<file path="src/rtl/prqs_pkg.sv">
// Package with sizes, command codes and controller/datapath link types of the scheduler.
`timescale 1ns / 1ps
`default_nettype none
package prqs_pkg;

  localparam int THREAD_SLOTS    = 8;
  localparam int PRIORITY_LEVELS = 16;

  // Slot numbers carry one extra code that means no slot.
  localparam int SLOT_W = $clog2(THREAD_SLOTS + 1);
  localparam int SIDX_W = $clog2(THREAD_SLOTS);
  localparam int PRI_W  = $clog2(PRIORITY_LEVELS);

  // Fixed field widths of the words on the channels.
  localparam int CMD_W  = 4;
  localparam int PREQ_W = 4;
  localparam int TGT_W  = 3;
  localparam int VAL_W  = 4;
  localparam int NEXT_W = 4;

  localparam logic [SLOT_W-1:0] NO_SLOT = SLOT_W'(THREAD_SLOTS);

  // Kernel event codes; codes above CMD_INTR act as a plain interrupt.
  localparam logic [CMD_W-1:0] CMD_CREATE  = 4'd0;
  localparam logic [CMD_W-1:0] CMD_EXIT    = 4'd1;
  localparam logic [CMD_W-1:0] CMD_WAIT    = 4'd2;
  localparam logic [CMD_W-1:0] CMD_SLEEP   = 4'd3;
  localparam logic [CMD_W-1:0] CMD_WAKEUP  = 4'd4;
  localparam logic [CMD_W-1:0] CMD_GETID   = 4'd5;
  localparam logic [CMD_W-1:0] CMD_CHPRI   = 4'd6;
  localparam logic [CMD_W-1:0] CMD_SOFTERR = 4'd7;
  localparam logic [CMD_W-1:0] CMD_INTR    = 4'd8;

  // Datapath operations, at most one set per cycle.
  typedef struct packed {
    logic load;
    logic take;
    logic alloc;
    logic put;
    logic setcur;
    logic chp;
    logic clr;
    logic getid;
    logic sel;
  } dp_cmd_t;

  // Datapath status seen by the controller.
  typedef struct packed {
    logic             halted;
    logic [CMD_W-1:0] cmd;
  } dp_stat_t;

endpackage
`default_nettype wire

</file>
<file path="src/rtl/prqs_if.sv">
// Channel interfaces for kernel event words and scheduler result words.
`timescale 1ns / 1ps
`default_nettype none
interface prqs_req_if;
  logic       valid;
  logic       ready;
  logic [3:0] cmd;
  logic [3:0] priority_req;
  logic [2:0] target_thread;

  modport source (output valid, cmd, priority_req, target_thread, input ready);
  modport sink (input valid, cmd, priority_req, target_thread, output ready);
endinterface

interface prqs_rsp_if;
  logic       valid;
  logic       ready;
  logic [3:0] result_value;
  logic       result_fail;
  logic [3:0] next_thread;
  logic       system_down;

  modport source (output valid, result_value, result_fail, next_thread, system_down,
                  input ready);
  modport sink (input valid, result_value, result_fail, next_thread, system_down,
                output ready);
endinterface
`default_nettype wire

</file>
<file path="src/rtl/prqs_dp.sv">
// Scheduler datapath: slot table, ready lists, current thread and result registers.
`timescale 1ns / 1ps
`default_nettype none
module prqs_dp import prqs_pkg::*; (
  input  wire logic              clk,
  input  wire logic              rst,
  input  wire dp_cmd_t           cmd,
  output      dp_stat_t          stat,
  input  wire logic [CMD_W-1:0]  cmd_in,
  input  wire logic [PREQ_W-1:0] priority_req,
  input  wire logic [TGT_W-1:0]  target_thread,
  output      logic [VAL_W-1:0]  result_value,
  output      logic              result_fail,
  output      logic [NEXT_W-1:0] next_thread,
  output      logic              system_down
);

  logic                  in_use   [THREAD_SLOTS];
  logic                  ready    [THREAD_SLOTS];
  logic [PRI_W-1:0]      prio     [THREAD_SLOTS];
  logic [SLOT_W-1:0]     link     [THREAD_SLOTS];
  logic [SLOT_W-1:0]     head     [PRIORITY_LEVELS];
  logic [SLOT_W-1:0]     tail     [PRIORITY_LEVELS];
  logic [SLOT_W-1:0]     cur;
  logic                  halted;
  logic [CMD_W-1:0]      cmd_q;
  logic [PRI_W-1:0]      pri_q;
  logic [TGT_W-1:0]      tgt_q;
  logic [VAL_W-1:0]      value;
  logic                  fail;
  logic [SLOT_W-1:0]     newslot;
  logic                  have_new;

  logic                  cur_ok;
  logic [SIDX_W-1:0]     cidx;
  logic [PRI_W-1:0]      cp;
  logic [SLOT_W-1:0]     cl;
  logic                  cr;
  logic [SLOT_W-1:0]     t;
  logic                  tok;
  logic [SIDX_W-1:0]     tidx;
  logic                  free_found;
  logic [SIDX_W-1:0]     free_idx;
  logic                  sel_found;
  logic [SLOT_W-1:0]     sel_slot;
  logic [PRI_W-1:0]      pri_clamp;
  logic                  tgt_ok;
  logic [SIDX_W-1:0]     gidx;

  assign stat.halted = halted;
  assign stat.cmd    = cmd_q;

  // Current slot and the list it sits on.
  assign cur_ok = (cur < NO_SLOT);
  assign cidx   = cur[SIDX_W-1:0];
  assign cp     = prio[cidx];
  assign cl     = link[cidx];
  assign cr     = ready[cidx];
  assign t      = tail[cp];
  assign tok    = (t < NO_SLOT);
  assign tidx   = t[SIDX_W-1:0];

  // Wakeup target check.
  assign gidx   = SIDX_W'(tgt_q);
  assign tgt_ok = (int'(tgt_q) < THREAD_SLOTS) && in_use[gidx];

  // Requested priority saturates at the lowest level.
  always_comb begin
    if (int'(priority_req) >= PRIORITY_LEVELS) begin
      pri_clamp = PRI_W'(PRIORITY_LEVELS - 1);
    end else begin
      pri_clamp = PRI_W'(priority_req);
    end
  end

  // Lowest free slot.
  always_comb begin
    free_found = 1'b0;
    free_idx   = '0;
    for (int i = THREAD_SLOTS - 1; i >= 0; i--) begin
      if (!in_use[i]) begin
        free_found = 1'b1;
        free_idx   = SIDX_W'(i);
      end
    end
  end

  // Head of the highest non-empty priority list.
  always_comb begin
    sel_found = 1'b0;
    sel_slot  = NO_SLOT;
    for (int i = PRIORITY_LEVELS - 1; i >= 0; i--) begin
      if (head[i] < NO_SLOT) begin
        sel_found = 1'b1;
        sel_slot  = head[i];
      end
    end
  end

  // Table and list updates, one operation per cycle.
  always_ff @(posedge clk) begin
    if (rst) begin
      for (int i = 0; i < THREAD_SLOTS; i++) begin
        in_use[i] <= 1'b0;
        ready[i]  <= 1'b0;
        prio[i]   <= '0;
        link[i]   <= NO_SLOT;
      end
      for (int i = 0; i < PRIORITY_LEVELS; i++) begin
        head[i] <= NO_SLOT;
        tail[i] <= NO_SLOT;
      end
      cur    <= NO_SLOT;
      halted <= 1'b0;
    end else if (cmd.take) begin
      if (cur_ok && cr) begin
        head[cp] <= cl;
        if (!(cl < NO_SLOT)) begin
          tail[cp] <= NO_SLOT;
        end
        ready[cidx] <= 1'b0;
        link[cidx]  <= NO_SLOT;
      end
    end else if (cmd.alloc) begin
      if (free_found) begin
        in_use[free_idx] <= 1'b1;
        ready[free_idx]  <= 1'b0;
        prio[free_idx]   <= pri_q;
        link[free_idx]   <= NO_SLOT;
      end
    end else if (cmd.put) begin
      if (cur_ok && !cr) begin
        if (tok) begin
          link[tidx] <= cur;
        end else begin
          head[cp] <= cur;
        end
        tail[cp]    <= cur;
        link[cidx]  <= NO_SLOT;
        ready[cidx] <= 1'b1;
      end
    end else if (cmd.setcur) begin
      if (cmd_q == CMD_CREATE) begin
        if (have_new) begin
          cur <= newslot;
        end
      end else if (tgt_ok) begin
        cur <= SLOT_W'(tgt_q);
      end
    end else if (cmd.chp) begin
      if (cur_ok) begin
        prio[cidx] <= pri_q;
      end
    end else if (cmd.clr) begin
      if (cur_ok) begin
        in_use[cidx] <= 1'b0;
        ready[cidx]  <= 1'b0;
        prio[cidx]   <= '0;
        link[cidx]   <= NO_SLOT;
      end
    end else if (cmd.sel) begin
      cur <= sel_slot;
      if (!sel_found) begin
        halted <= 1'b1;
      end
    end
  end

  // Event word latch and per-event answer.
  always_ff @(posedge clk) begin
    if (cmd.load) begin
      cmd_q    <= cmd_in;
      pri_q    <= pri_clamp;
      tgt_q    <= target_thread;
      value    <= '0;
      fail     <= 1'b0;
      have_new <= 1'b0;
    end else if (cmd.alloc) begin
      if (free_found) begin
        newslot  <= SLOT_W'(free_idx);
        value    <= VAL_W'(free_idx);
        have_new <= 1'b1;
      end else begin
        fail <= 1'b1;
      end
    end else if (cmd.chp) begin
      if (cur_ok) begin
        value <= VAL_W'(cp);
      end
    end else if (cmd.getid) begin
      if (cur_ok) begin
        value <= VAL_W'(cur);
      end
    end
  end

  // Result word register.
  always_ff @(posedge clk) begin
    if (cmd.sel) begin
      result_value <= value;
      result_fail  <= fail;
      next_thread  <= NEXT_W'(sel_slot);
      system_down  <= halted | !sel_found;
    end
  end

endmodule
`default_nettype wire

</file>
<file path="src/rtl/prqs_ctrl.sv">
// Scheduler controller: sequences the datapath steps of each kernel event.
`timescale 1ns / 1ps
`default_nettype none
module prqs_ctrl import prqs_pkg::*; (
  input  wire logic     clk,
  input  wire logic     rst,
  input  wire logic     in_valid,
  output      logic     in_ready,
  output      logic     out_valid,
  input  wire logic     out_ready,
  output      dp_cmd_t  cmd,
  input  wire dp_stat_t stat
);

  typedef enum logic [9:0] {
    ST_IDLE   = 10'b0000000001,
    ST_TAKE   = 10'b0000000010,
    ST_ALLOC  = 10'b0000000100,
    ST_PUT1   = 10'b0000001000,
    ST_SETCUR = 10'b0000010000,
    ST_PUT2   = 10'b0000100000,
    ST_CHP    = 10'b0001000000,
    ST_CLR    = 10'b0010000000,
    ST_GETID  = 10'b0100000000,
    ST_SEL    = 10'b1000000000
  } state_t;

  state_t state;
  state_t state_next;
  logic   kernel;
  logic   out_free;

  // Codes above soft error leave the current thread on its list.
  assign kernel   = (stat.cmd <= CMD_SOFTERR);
  assign out_free = !out_valid || out_ready;
  assign in_ready = (state == ST_IDLE);

  // Next state and datapath operations.
  always_comb begin
    state_next = state;
    cmd        = '0;
    case (state)
      ST_IDLE: begin
        if (in_valid) begin
          cmd.load   = 1'b1;
          state_next = ST_TAKE;
        end
      end
      ST_TAKE: begin
        if (stat.halted || !kernel) begin
          state_next = ST_SEL;
        end else begin
          cmd.take = 1'b1;
          case (stat.cmd)
            CMD_CREATE:                              state_next = ST_ALLOC;
            CMD_EXIT, CMD_SOFTERR:                   state_next = ST_CLR;
            CMD_WAIT, CMD_WAKEUP, CMD_GETID:         state_next = ST_PUT1;
            CMD_CHPRI:                               state_next = ST_CHP;
            default:                                 state_next = ST_SEL;
          endcase
        end
      end
      ST_ALLOC: begin
        cmd.alloc  = 1'b1;
        state_next = ST_PUT1;
      end
      ST_PUT1: begin
        cmd.put = 1'b1;
        case (stat.cmd)
          CMD_CREATE, CMD_WAKEUP: state_next = ST_SETCUR;
          CMD_GETID:              state_next = ST_GETID;
          default:                state_next = ST_SEL;
        endcase
      end
      ST_SETCUR: begin
        cmd.setcur = 1'b1;
        state_next = ST_PUT2;
      end
      ST_CHP: begin
        cmd.chp    = 1'b1;
        state_next = ST_PUT2;
      end
      ST_PUT2: begin
        cmd.put    = 1'b1;
        state_next = ST_SEL;
      end
      ST_CLR: begin
        cmd.clr    = 1'b1;
        state_next = ST_SEL;
      end
      ST_GETID: begin
        cmd.getid  = 1'b1;
        state_next = ST_SEL;
      end
      ST_SEL: begin
        if (out_free) begin
          cmd.sel    = 1'b1;
          state_next = ST_IDLE;
        end
      end
      default: begin
        state_next = ST_IDLE;
      end
    endcase
  end

  // State register.
  always_ff @(posedge clk) begin
    if (rst) begin
      state <= ST_IDLE;
    end else begin
      state <= state_next;
    end
  end

  // Result word valid flag.
  always_ff @(posedge clk) begin
    if (rst) begin
      out_valid <= 1'b0;
    end else if (cmd.sel) begin
      out_valid <= 1'b1;
    end else if (out_ready) begin
      out_valid <= 1'b0;
    end
  end

endmodule
`default_nettype wire

</file>
<file path="src/rtl/priority_ready_queue_scheduler.sv">
// Fixed-priority FIFO ready-queue thread scheduler, top level.
// The event word is latched on acceptance; the controller runs the steps the event needs
// (an interrupt or a halted scheduler goes from TAKE to SEL), then registers the result word
// in SEL. No new event word is taken until then; the controller walks the shared slot
// table and lists one step per cycle and holds in SEL while the result is unread.
// Reset: synchronous, all ready lists empty, no current thread, not halted; no clearing pass.
`timescale 1ns / 1ps
`default_nettype none
module priority_ready_queue_scheduler import prqs_pkg::*; (
  input wire logic   clk,
  input wire logic   rst,
  prqs_req_if.sink   req,
  prqs_rsp_if.source rsp
);

  dp_cmd_t  cmd;
  dp_stat_t stat;

  // Event sequencing.
  prqs_ctrl u_ctrl (
    .clk       (clk),
    .rst       (rst),
    .in_valid  (req.valid),
    .in_ready  (req.ready),
    .out_valid (rsp.valid),
    .out_ready (rsp.ready),
    .cmd       (cmd),
    .stat      (stat)
  );

  // Thread table, ready lists and result word.
  prqs_dp u_dp (
    .clk           (clk),
    .rst           (rst),
    .cmd           (cmd),
    .stat          (stat),
    .cmd_in        (req.cmd),
    .priority_req  (req.priority_req),
    .target_thread (req.target_thread),
    .result_value  (rsp.result_value),
    .result_fail   (rsp.result_fail),
    .next_thread   (rsp.next_thread),
    .system_down   (rsp.system_down)
  );

endmodule
`default_nettype wire
</file>
<file path="src/flat_wrapper.sv">
// flat-port wrapper written by rule: the top's interface ports become plain ports
module priority_ready_queue_scheduler_flat import prqs_pkg::*;
  (clk, rst, req_valid, req_cmd, req_priority_req, req_target_thread, req_ready, rsp_valid, rsp_result_value, rsp_result_fail, rsp_next_thread, rsp_system_down, rsp_ready);
  prqs_req_if req_i ();
  prqs_rsp_if rsp_i ();
  input wire logic clk;
  input wire logic rst;
  input wire logic [$bits(req_i.valid)-1:0] req_valid;
  input wire logic [$bits(req_i.cmd)-1:0] req_cmd;
  input wire logic [$bits(req_i.priority_req)-1:0] req_priority_req;
  input wire logic [$bits(req_i.target_thread)-1:0] req_target_thread;
  output wire logic [$bits(req_i.ready)-1:0] req_ready;
  output wire logic [$bits(rsp_i.valid)-1:0] rsp_valid;
  output wire logic [$bits(rsp_i.result_value)-1:0] rsp_result_value;
  output wire logic [$bits(rsp_i.result_fail)-1:0] rsp_result_fail;
  output wire logic [$bits(rsp_i.next_thread)-1:0] rsp_next_thread;
  output wire logic [$bits(rsp_i.system_down)-1:0] rsp_system_down;
  input wire logic [$bits(rsp_i.ready)-1:0] rsp_ready;
  assign req_i.valid = req_valid;
  assign req_i.cmd = req_cmd;
  assign req_i.priority_req = req_priority_req;
  assign req_i.target_thread = req_target_thread;
  assign req_ready = req_i.ready;
  assign rsp_valid = rsp_i.valid;
  assign rsp_result_value = rsp_i.result_value;
  assign rsp_result_fail = rsp_i.result_fail;
  assign rsp_next_thread = rsp_i.next_thread;
  assign rsp_system_down = rsp_i.system_down;
  assign rsp_i.ready = rsp_ready;
  priority_ready_queue_scheduler u_core (.clk(clk), .rst(rst), .req(req_i), .rsp(rsp_i));
endmodule
</file>
<file path="config.mk">
export PLATFORM = sky130hd
export DESIGN_NAME = priority_ready_queue_scheduler_flat
export DESIGN_NICKNAME = d
export VERILOG_FILES = /design/src/rtl/prqs_pkg.sv /design/src/rtl/prqs_if.sv /design/src/rtl/prqs_dp.sv /design/src/rtl/prqs_ctrl.sv /design/src/rtl/priority_ready_queue_scheduler.sv /design/src/flat_wrapper.sv
export SDC_FILE = /design/constraint.sdc
export NUM_CORES = 1
export LEC_CHECK = 0
export BUFFER_PORTS_ARGS = -buffer_cell sky130_fd_sc_hd__buf_2
export CORE_AREA = 2 2 144 174
export CTS_CLUSTER_DIAMETER = 60
export DETAILED_ROUTE_END_ITERATION = 10
export DIE_AREA = 0 0 146 176
export GPL_ROUTABILITY_DRIVEN = 1
export PLACE_DENSITY_LB_ADDON = 0.15
export RECOVER_POWER = 25
export SYNTH_ARGS = -nofsm -noshare
export SYNTH_HDL_FRONTEND = slang
export SYNTH_HIERARCHICAL = 1
export SYNTH_SLANG_ARGS = --single-unit
</file>
<file path="constraint.sdc">
create_clock -name clk -period 4.5 [get_ports clk]
set_clock_uncertainty 0.15 [all_clocks]
set_input_delay 0.9 -clock clk [delete_from_list [all_inputs] [get_ports clk]]
set_output_delay 0.9 -clock clk [all_outputs]
set_load 0.01 [all_outputs]
</file>
# Word-level counts from Yosys, hierarchy flattened
# Memory sizes are Yosys's and may differ from the RTL's. A register that Yosys moved wholly into a read port is not among the register bits.
# Index checks and enable logic that the tools add are counted.
# Widths: inputs -> output; s select.
[word_totals] wordCells=303 ram_bits=208 inputBits=15 ff_bits=46 n_memories=6
[memory_table] memory="u_core.u_dp.head" depth=16 word_bits=4 rd=16 rd_ports_with_merged_regs=0 wr=16 line="prqs_dp.sv:22" rtl="logic [SLOT_W-1:0] head [PRIORITY_LEVELS];"
[memory_table] memory="u_core.u_dp.tail" depth=16 word_bits=4 rd=1 rd_ports_with_merged_regs=0 wr=16 line="prqs_dp.sv:23" rtl="logic [SLOT_W-1:0] tail [PRIORITY_LEVELS];"
[memory_table] memory="u_core.u_dp.link" depth=8 word_bits=4 rd=1 rd_ports_with_merged_regs=1 wr=8 line="prqs_dp.sv:21" rtl="logic [SLOT_W-1:0] link [THREAD_SLOTS];"
[memory_table] memory="u_core.u_dp.prio" depth=8 word_bits=4 rd=1 rd_ports_with_merged_regs=1 wr=8 line="prqs_dp.sv:20" rtl="logic [PRI_W-1:0] prio [THREAD_SLOTS];"
[memory_table] memory="u_core.u_dp.in_use" depth=8 word_bits=1 rd=9 rd_ports_with_merged_regs=1 wr=8 line="prqs_dp.sv:18" rtl="logic in_use [THREAD_SLOTS];"
[memory_table] memory="u_core.u_dp.ready" depth=8 word_bits=1 rd=1 rd_ports_with_merged_regs=1 wr=8 line="prqs_dp.sv:19" rtl="logic ready [THREAD_SLOTS];"
[op_classes] n_mux=180 eq_ne=26 n_lt_le_gt_ge=20 bitwise=20 n_reduce_logical=36
[op_table] op="$mux 4" n=43
[op_table] op="$mux 1" n=107
[op_table] op="$lt 4x4->1 const B" n=19
[op_table] op="$mux 3" n=24
[op_table] op="$pmux 10 s7" n=1
[op_table] op="$pmux 10 s4" n=1
[op_table] op="$mux 10" n=3
[op_table] op="$reduce_or 4->1" n=7
[op_table] op="$pmux 10 s2" n=1
[op_table] op="$eq 4x3->1 const B" n=4
[op_table] op="$reduce_and 8->1" n=2
[op_table] op="$eq 10x1->1 const B" n=1
[op_table] op="$eq 10x10->1 const B" n=1
[op_table] op="$eq 10x2->1 const B" n=1
[op_table] op="$eq 10x3->1 const B" n=1
[op_table] op="$eq 10x4->1 const B" n=1
[op_table] op="$eq 10x5->1 const B" n=1
[op_table] op="$eq 10x6->1 const B" n=1
[op_table] op="$eq 10x7->1 const B" n=1
[op_table] op="$eq 10x8->1 const B" n=1
[op_table] op="$eq 10x9->1 const B" n=1
[op_table] op="$not 1->1" n=10
[op_table] op="$or 1x1->1" n=8
[op_table] op="$reduce_or 2->1" n=4
[op_table] op="20 further kinds" n=38

# Logic depth before layout (Yosys ltp)
# Gate-level depths: netlist of the first run.
# An unclocked memory read counts as a cell.
[logic_depth] word_depth=24 depth_mapped=14

# Modules after synthesis
# The synthesis of the first run kept the hierarchy.
[modules_own_cells] module="prqs_dp" seq_area_each_um2=7307.0 cells_per_inst=1032 area_each_um2=12152.9 instances=1
[modules_own_cells] module="prqs_ctrl" seq_area_each_um2=220.2 cells_per_inst=90 area_each_um2=805.8 instances=1

# Worst setup path after synthesis of the first run
# OpenSTA, ideal clock, no wires.
[synth_timing] path_kind="register to register" start="reg (tool-made name)" end="mem u_core/u_dp/link[4][0] (netlist name) (enable)" arrival_time_ns=3.072 path_stages_with_launch=13 path_buffers=4 synth_period_minus_slack_ns=3.481 path_slack_ns=1.019 t_required_ns=4.090 cell_sequence="dfxtp_1 buf_4 mux2i_1 mux4_2 buf_2 buf_2 buf_4 mux2i_1 mux2i_1 nor2_1 a211oi_2 and4bb_2 or2_2"
[synth_lines] item="end: declaration" line="prqs_dp.sv:21"

==> results by group, run 1 <==
Logic synthesis
  • Mapped Area: 13000 µm²
  • Synth async-reset ratio: 0%
  • Dominant synthesized flop cell: edfxtp_1
  • Synth Instances: 1122
  • Register area share after synthesis: 58.1%
  • Syn_nets: 1137
  • Cell variety after synth: 85
  • YS warnings: 6
  • Mapped Avg Cell Area: 11.5 µm²
  • Synth Register Bits: 260
  • Post-synth EDFFs: 232

Power
  • PwrDens: 361 nW/µm²
  • Total power: 5.15 mW
  • Peak VDD IR: 334 µV
  • Leak: 4.93 nW

CTS
  • H-tree level count: 1
  • Largest buffer count on any clock path: 3
  • Root buffer cell: clkbuf_16
  • TritonCTS clock tree: built
  • Cts repair resizes: 0
  • Postcts setup bufs: 0
  • Hold bufs inserted after CTS: 0
  • Clk_lat worst skew: 540 ps
  • Clock buffer count from CTS: 26
  • CTS clk-pin slew, worst paths: 60 ps
  • CTS sink cnt: 260

STA
  • Final Cycle Share: 91.5%
  • Worst-margin pin slew: 1900 ps
  • Setup TNS: 0 ps
  • Worst hold slack: 288 ps
  • Achievable Freq: 243 MHz
  • Final hold vios: 0
  • # setup viols final: 0
  • Final min period: 4120 ps
  • Final Max Slew Viols: 39
  • RSZ-0062 raised after global routing: no
  • Slew HR: -26.8%

Layout
  • Synth-to-layout area growth: 10.0%
  • NumNets Final: 1166
  • Most frequent cells in the layout: edfxtp_1 (232), nor2_1 (222), nand2_1 (91)
  • Most common cell after layout, fill and taps aside: edfxtp_1
  • Layout cells sized above 1: 12.8%
  • Number of inserted diodes: 0

Placement
  • Post-DP HPWL: 22000 µm
  • IO Port Bufs: 26
  • Final Wtd Congestion: 0.859

Floorplan
  • FP Rows: 62
  • Die H: 176 µm
  • Initial core utilization: 54.2%
  • Core box area: 23900 µm²
  • Chip width: 146 µm
  • Full die area: 25700 µm²
  • Io pins: 27

Route
  • WL final: 30800 µm
  • Via density: 5.88
  • Total number of vias: 8773
  • Antenna Nets Post-Route: 0
  • Pre-antenna DRT Iters: 5
  • # DRC: 0
  • DRT iter0 DRCs: 701
  • DR WL/cell: 20.7 µm

Global route
  • Largest net degree at the start of global routing: 39
  • GRT Total Usage: 24.1%
  • First-pass GRT wire length: 48400 µm
  • Number of global-route vias before repair: 8830
  • Grt total ovfl: 0
  • Antenna violations before repair: 0

Setup path
  • Critical path class: reg2reg
  • Crit Path Max Fanout: 20
  • CP dominant cell by count: or2_2
  • Required @ worst endpoint: 4580 ps
  • R2r setup slk: 380 ps
  • CP peak stage delay: 580 ps
  • Critical Path End Type: flip-flop
  • Crit path arrival time: 4200 ps
  • CP Cell Sequence: clkbuf_2, mux4_2, mux2_1, or2_2, a41oi_1, buf_4, nor2_1, or2_2, nand2b_1
  • CP Launch Type: flip-flop
  • Critical-path top delay cell: mux4_2

Worst hold path
  • Min-Delay Path Class: reg2reg
  • Worst hold start: u_core/u_dp/value[0]$_SDFFE_PP0P_

Status
  • Failing checks: capacitance limit, slew limit
  • Status: complete, but fails checks

Flow run
  • Max cap viols: 1
synthesized netlist by cell type, drive strengths merged (5+ instances only):
| cell type | n | area [µm²] |
|---|---|---|
| edfxtp | 232 | 6970 |
| nor2 | 222 | 833 |
| nand2 | 92 | 348 |
| nand2b | 64 | 400 |
| mux2i | 45 | 450 |
| o21ai | 37 | 189 |
| clkbuf | 34 | 138 |
| dfxtp | 28 | 561 |
| mux4 | 26 | 597 |
| inv | 25 | 93.8 |
| and2 | 24 | 151 |
| a21oi | 22 | 110 |
| nand3 | 21 | 110 |
| a21o | 20 | 150 |
| buf | 20 | 136 |
| nor3 | 17 | 108 |
| nor2b | 14 | 87.6 |
| or2 | 14 | 87.6 |
| and3 | 13 | 81.3 |
| nor3b | 12 | 90.1 |
| a31oi | 11 | 68.8 |
| mux2 | 11 | 124 |
| nand4 | 9 | 62.6 |
| nor4b | 9 | 128 |
| nand3b | 8 | 60.1 |
| o21bai | 8 | 60.1 |
| o22ai | 7 | 43.8 |
| a211oi | 6 | 50.1 |
| a221oi | 6 | 52.6 |
| a31o | 6 | 52.6 |
| nor4 | 6 | 67.6 |
| a21boi | 5 | 37.5 |
through the flow:
stage | util [%] | cell area, µm² | setup slack (ps) | instances
floorplan | - | 13000 | 1020 | 1122
global placement | 56.2 | 13400 | 308 | 1443
detailed placement | 56.2 | 13400 | 194 | 1443
CTS | 59.9 | 14300 | 158 | 1491
global route | 59.7 | 14300 | 147 | 1491
finish | 59.7 | 14300 | 382 | 1491
registers in the layout, indices dropped and copies added (netlist names), named ones only:
register / count
u_core/u_ctrl/out_valid: 1
u_core/u_ctrl/state: 10
u_core/u_dp/cmd_q: 4
u_core/u_dp/cur: 4
u_core/u_dp/fail: 1
u_core/u_dp/gidx: 3
u_core/u_dp/halted: 1
u_core/u_dp/have_new: 1
u_core/u_dp/head: 64
u_core/u_dp/in_use: 8
u_core/u_dp/link: 32
u_core/u_dp/newslot: 3
u_core/u_dp/next_thread: 4
u_core/u_dp/pri_q: 4
u_core/u_dp/prio: 32
u_core/u_dp/ready: 8
u_core/u_dp/result_fail: 1
u_core/u_dp/result_value: 4
u_core/u_dp/system_down: 1
u_core/u_dp/tail: 64
u_core/u_dp/value: 4
metal layers:
| metal | GRT usage (%) | vias to the layer above | wire length, µm |
|---|---|---|---|
| li1 | - | 4152 | - |
| met1 | 30.4 | 4304 | 12300 |
| met2 | 43.3 | 261 | 15900 |
| met3 | 2.79 | 56 | 1680 |
| met4 | 8.62 | 0 | 1010 |
| met5 | 0 | - | 0 |
worst paths after layout:
kind                                      endpoint  cells past startpoint
max reg2reg   u_core/u_dp/head[8][1]$_SDFFCE_PN0P_                      9
max           u_core/u_dp/head[8][1]$_SDFFCE_PN0P_                      9
min reg2reg  u_core/u_dp/result_value[0]$_DFFE_PP_                      0
min          u_core/u_dp/result_value[0]$_DFFE_PP_                      0
layout make-up:
type / instances / area, µm²
repair buffers: 55 / 309
clock inverters: 9 / 86.3
fillers: 2034 / 9630
multi-input cells: 782 / 5050
inverters: 26 / 97.6
flip-flops and latches: 260 / 7530
well taps: 320 / 400
clock buffers: 39 / 792
critical path, delay by kind of cell (launching register included):
kind / cells / cell delay, ps
AO/OA/AOI/OAI: 1 / 240
buffers and inverters: 2 / 810
flip-flops: 1 / 530
multiplexers: 2 / 940
AND/OR/NAND/NOR: 4 / 1150
logic make-up (layout without fill, tap and decap cells):
logic type,count (synthesis),count (layout),synth area share [%]
AND/OR/NAND/NOR,538,538,21.1
buffers and inverters,80,129,2.87
multiplexers,82,82,9.04
flip-flops,260,260,58.1
AO/OA/AOI/OAI,159,159,8.66
XOR/XNOR,3,3,0.203
where the power goes:
group	internal, mW	switching, mW
Sequential	2.69	0.0412
Clock	1.28	0.904
Combinational	0.0918	0.151
Power figures use the tool's default switching activity.
==> inputs of run 2 (changes only) <==
CORE_AREA = 2 2 157 159   (was 2 2 144 174)
CTS_CLUSTER_SIZE = 14   (was unset)
DIE_AREA = 0 0 159 161   (was 0 0 146 176)
MAX_ROUTING_LAYER = met4   (was unset)
==> results by group, run 2 (synthesized netlist as in run 1, its figures left out) <==
Status
  • Status: complete, but fails checks
  • Failing checks: capacitance limit, slew limit

CTS
  • CTS clk-pin slew, worst paths: 70 ps
  • CTS sink cnt: 260
  • Clock buffer count from CTS: 23
  • Postcts setup bufs: 0
  • Root buffer cell: clkbuf_16
  • Hold bufs inserted after CTS: 0
  • Cts repair resizes: 0
  • H-tree level count: 1
  • Largest buffer count on any clock path: 3
  • Clk_lat worst skew: 510 ps
  • TritonCTS clock tree: built

STA
  • # setup viols final: 0
  • Final hold vios: 0
  • Setup TNS: 0 ps
  • Worst-margin pin slew: 1640 ps
  • Final Cycle Share: 89.9%
  • Slew HR: -9.64%
  • RSZ-0062 raised after global routing: no
  • Achievable Freq: 247 MHz
  • Final setup margin: 456 ps
  • Final min period: 4040 ps
  • Final Max Slew Viols: 36

Route
  • Antenna Nets Post-Route: 0
  • DR WL/cell: 20.3 µm
  • Pre-antenna DRT Iters: 6
  • WL final: 30100 µm
  • DRT iter0 DRCs: 858
  • # DRC: 0
  • Total number of vias: 8710
  • Via density: 5.87

Placement
  • Final Wtd Congestion: 0.892
  • Inst Count DP: 1449
  • Post-DP HPWL: 21400 µm
  • Post-placement setup slack: 508 ps
  • IO Port Bufs: 26

Global route
  • First-pass GRT wire length: 47900 µm
  • Number of global-route vias before repair: 8574
  • GRT Total Usage: 24.5%
  • Grt total ovfl: 0
  • Largest net degree at the start of global routing: 36
  • Antenna violations before repair: 0

Setup path
  • CP Launch Type: flip-flop
  • Crit Path Max Fanout: 20
  • Crit path arrival time: 4100 ps
  • Critical Path End Type: flip-flop
  • Required @ worst endpoint: 4550 ps
  • Critical path class: reg2reg

Layout
  • Most common cell after layout, fill and taps aside: edfxtp_1
  • Synth-to-layout area growth: 8.13%
  • Post-Layout Cell Count: 1484
  • Most frequent cells in the layout: edfxtp_1 (232), nor2_1 (222), nand2_1 (91)
  • Layout cells sized above 1: 11.3%
  • Number of inserted diodes: 0
  • Largest regs: u_core/u_dp/head x64, u_core/u_dp/tail x64
  • NumNets Final: 1165

Floorplan
  • Core box area: 24000 µm²
  • Full die area: 25600 µm²
  • Io pins: 27
  • Die H: 161 µm
  • Chip width: 159 µm
  • FP Rows: 57
  • Initial core utilization: 54.1%

Worst hold path
  • Min-Delay Path Class: reg2reg

Flow run
  • Max cap viols: 1

Power
  • Leak: 4.81 nW
  • PwrDens: 338 nW/µm²
  • Peak VDD IR: 302 µV
[run 2: changes by cell type in the layout (fill, tap and decap cells not counted), moves of 2 or more]
cell	delta
clkbuf_16	-5
clkinv_2	-3
clkbuf_8	-5
clkinvlp_4	-2
clkbuf_1	+3
[run 2: final timing paths]
check                                          from                               endpoint  slack [ps]  cells after the start
hold / removal    u_core/u_dp/value[2]$_SDFFE_PP0P_  u_core/u_dp/result_value[2]$_DFFE_PP_         300                      0
setup / recovery                          flip-flop   u_core/u_dp/head[5][3]$_SDFFCE_PN1P_         460                      9
hold reg to reg   u_core/u_dp/value[2]$_SDFFE_PP0P_  u_core/u_dp/result_value[2]$_DFFE_PP_         300                      0
setup reg to reg                          flip-flop   u_core/u_dp/head[5][3]$_SDFFCE_PN1P_         460                      9
[run 2: per-layer routing]
layer  GRT usage [%]  wire length [µm]  share of wire, %  vias up
met5               -                 0                 0        -
met2            40.9             14800                49      295
li1                -                 -                 -     4135
met1            32.7             12900                43     4249
met3            3.31              1930               6.4       31
met4            4.92               446               1.5        0
[run 2: where the power goes]
part / internal, mW / total, mW / switching [mW]
Combinational: 0.0912 / 0.239 / 0.148
Sequential: 2.69 / 2.73 / 0.0425
Clock: 0.936 / 1.76 / 0.825
[run 2: stage by stage]
step	power [mW]	instance area [µm²]	hold WS, ps	utilization, %
CTS	4.77	14100	293	58.8
global placement	3.02	13500	266	56.1
detailed placement	3.02	13500	278	56.1
global route	4.88	14000	302	58.5
floorplan	2.95	13000	258	-
finish	4.73	14000	295	58.5
[run 2: area by class of cell]
cell class / instances / area, µm²
Fill cell: 2052 / 9950
Sequential cell: 260 / 7530
Multi-Input combinational cell: 782 / 5030
Clock buffer: 31 / 606
Tap cell: 324 / 405
Timing Repair Buffer: 57 / 319
Inverter: 26 / 97.6
Clock inverter: 4 / 22.5
[run 2: critical path: stages (launching register included)]
cell and delay, ps:
dfxtp_1 530, buf_4 360, mux4_2 530, mux2_1 370, or2_0 500, a41oi_1 280
buf_4 290, nor2_1 110, or2_2 380, nand2b_1 200
==> inputs of run 3 (changes only) <==
BUFFER_PORTS_ARGS = -buffer_cell sky130_fd_sc_hd__buf_4   (was -buffer_cell sky130_fd_sc_hd__buf_2)
CORE_AREA = 2 2 179 181   (was 2 2 157 159)
DIE_AREA = 0 0 181 183   (was 0 0 159 161)
==> results by group, run 3 (synthesized netlist as in run 1, its figures left out) <==
CTS
  • Postcts setup bufs: 0
  • Clk_lat worst skew: 530 ps
  • Largest buffer count on any clock path: 3
  • Root buffer cell: clkbuf_16
  • CTS sink cnt: 260
  • TritonCTS clock tree: built
  • CTS clk-pin slew, worst paths: 70 ps
  • Cts repair resizes: 0
  • Hold bufs inserted after CTS: 0
  • Clock buffer count from CTS: 25
  • H-tree level count: 1

STA
  • Slew HR: -14.5%
  • Worst-margin pin slew: 1720 ps
  • Final setup margin: 259 ps
  • Final Max Slew Viols: 35
  • Final Cycle Share: 94.2%
  • Setup TNS: 0 ps
  • Final min period: 4240 ps
  • Final hold vios: 0
  • Achievable Freq: 236 MHz
  • RSZ-0062 raised after global routing: no
  • # setup viols final: 0

Layout
  • Largest regs: u_core/u_dp/head x64, u_core/u_dp/tail x64
  • FF/Latch Area: 7530 µm²
  • Most common cell after layout, fill and taps aside: edfxtp_1
  • Synth-to-layout area growth: 10.0%
  • # fillers: 2906
  • NumNets Final: 1163
  • Most frequent cells in the layout: edfxtp_1 (232), nor2_1 (222), nand2_1 (91)
  • Area of the multi-input gates: 5030 µm²
  • Layout cells sized above 1: 11.9%

Route
  • DR WL/cell: 20.3 µm
  • Total number of vias: 8744
  • WL final: 31800 µm
  • DRT iter0 DRCs: 680
  • Pre-antenna DRT Iters: 5
  • Antenna Nets Post-Route: 0
  • # DRC: 0
  • Via density: 5.59

Placement
  • Final Wtd Congestion: 0.844
  • IO Port Bufs: 26
  • Post-DP HPWL: 22900 µm
  • Post-placement setup slack: 270 ps

Floorplan
  • Io pins: 27
  • FP Rows: 65
  • Core box area: 31200 µm²
  • Chip width: 181 µm
  • Initial core utilization: 41.5%
  • Full die area: 33100 µm²
  • Die H: 183 µm

Setup path
  • Reg-to-Reg End: u_core/u_dp/link[0][1]$_SDFFCE_PN0P_
  • Crit Path Max Fanout: 25
  • Critical Path End Type: flip-flop
  • R2r setup slk: 260 ps
  • Critical path class: reg2reg
  • Crit path arrival time: 4320 ps
  • Cells on worst reg2reg path: 8
  • Required @ worst endpoint: 4580 ps
  • CP Launch Type: flip-flop

Power
  • Logic gate share of total power: 4.9%
  • Peak VDD IR: 242 µV
  • P_int: 3.93 mW
  • PwrDens: 351 nW/µm²
  • Sw Ratio: 21.7%
  • Clock Power Share: 40.6%
  • Flop pwr share: 54.5%
  • Leak: 4.86 nW
  • Net switching power: 1.09 mW
  • Total power: 5.01 mW

Global route
  • Largest net degree at the start of global routing: 37
  • First-pass GRT wire length: 49700 µm
  • GRT Total Usage: 19.9%
  • Antenna violations before repair: 1
  • Grt total ovfl: 0
  • Number of global-route vias before repair: 8567

Worst hold path
  • Min-Delay Path Class: reg2reg
  • Hold path endpoint: u_core/u_dp/result_value[3]$_DFFE_PP_
  • Worst hold start: u_core/u_dp/value[3]$_SDFFE_PP0P_
  • Hold depth: 0

Flow run
  • Max cap viols: 1

Status
  • Status: complete, but fails checks
  • Failing checks: capacitance limit, slew limit
==> run 3: layout make-up <==
type | instances | area share [%]
diodes | 1 | 0.0175
inverters | 26 | 0.684
well taps | 402 | 3.53
clock buffers | 30 | 4.59
flip-flops and latches | 260 | 52.8
clock inverters | 11 | 0.790
repair buffers | 53 | 2.32
multi-input cells | 782 | 35.3
==> run 3: routing by layer <==
metal	global-route usage, %	part of all wire, %
met5	-	0
met4	4.26	1.6
met3	2.40	4.9
met2	31.0	46
met1	28.2	48
==> run 3: through the flow <==
| stage | cells | cell area (µm²) | utilization, % | hold slack, ps |
|---|---|---|---|---|
| after global placement | 1523 | 13600 | 43.5 | 273 |
| after floorplan | 1122 | 13000 | - | 258 |
| final | 1565 | 14300 | 45.7 | 289 |
| after global routing | 1565 | 14300 | 45.7 | 307 |
| after detailed placement | 1523 | 13600 | 43.5 | 276 |
| after CTS | 1564 | 14400 | 46.0 | 291 |
==> run 3: worst max-delay path by stage <==
| stage | end | depth (start not counted) | startpoint | slack [ps] |
|---|---|---|---|---|
| 5_1_grt | u_core/u_dp/link[0][1]$_SDFFCE_PN0P_ | 8 | flip-flop | 40 |
| 6_report | u_core/u_dp/link[0][1]$_SDFFCE_PN0P_ | 8 | flip-flop | 260 |
| 3_3_place_gp | u_core/u_dp/link[0][2]$_SDFFCE_PN0P_ | 8 | flip-flop | 370 |
| 2_1_floorplan | u_core/u_dp/link[4][0]$_SDFFCE_PN0P_ | 12 | flip-flop | 1020 |
| 4_1_cts | u_core/u_dp/link[0][1]$_SDFFCE_PN0P_ | 8 | flip-flop | 240 |
| 3_5_place_dp | u_core/u_dp/link[0][1]$_SDFFCE_PN0P_ | 8 | flip-flop | 270 |
==> run 3: critical path: stages (launching register included) <==
cell,delay (ps)
dfxtp_1,630
mux4_1,620
mux2_2,540
mux4_1,560
nand3_1,140
nand4_2,120
nor3_1,420
nor4b_2,500
or2_2,250
==> run 3: power groups by stage <==
stage	logic, mW	clock network, mW	registers [mW]
after floorplan	0.187	0	2.76
after detailed placement	0.250	0	2.78
after global routing	0.270	2.17	2.74
after CTS	0.252	2.08	2.73
after global placement	0.247	0	2.78
final	0.246	2.03	2.73
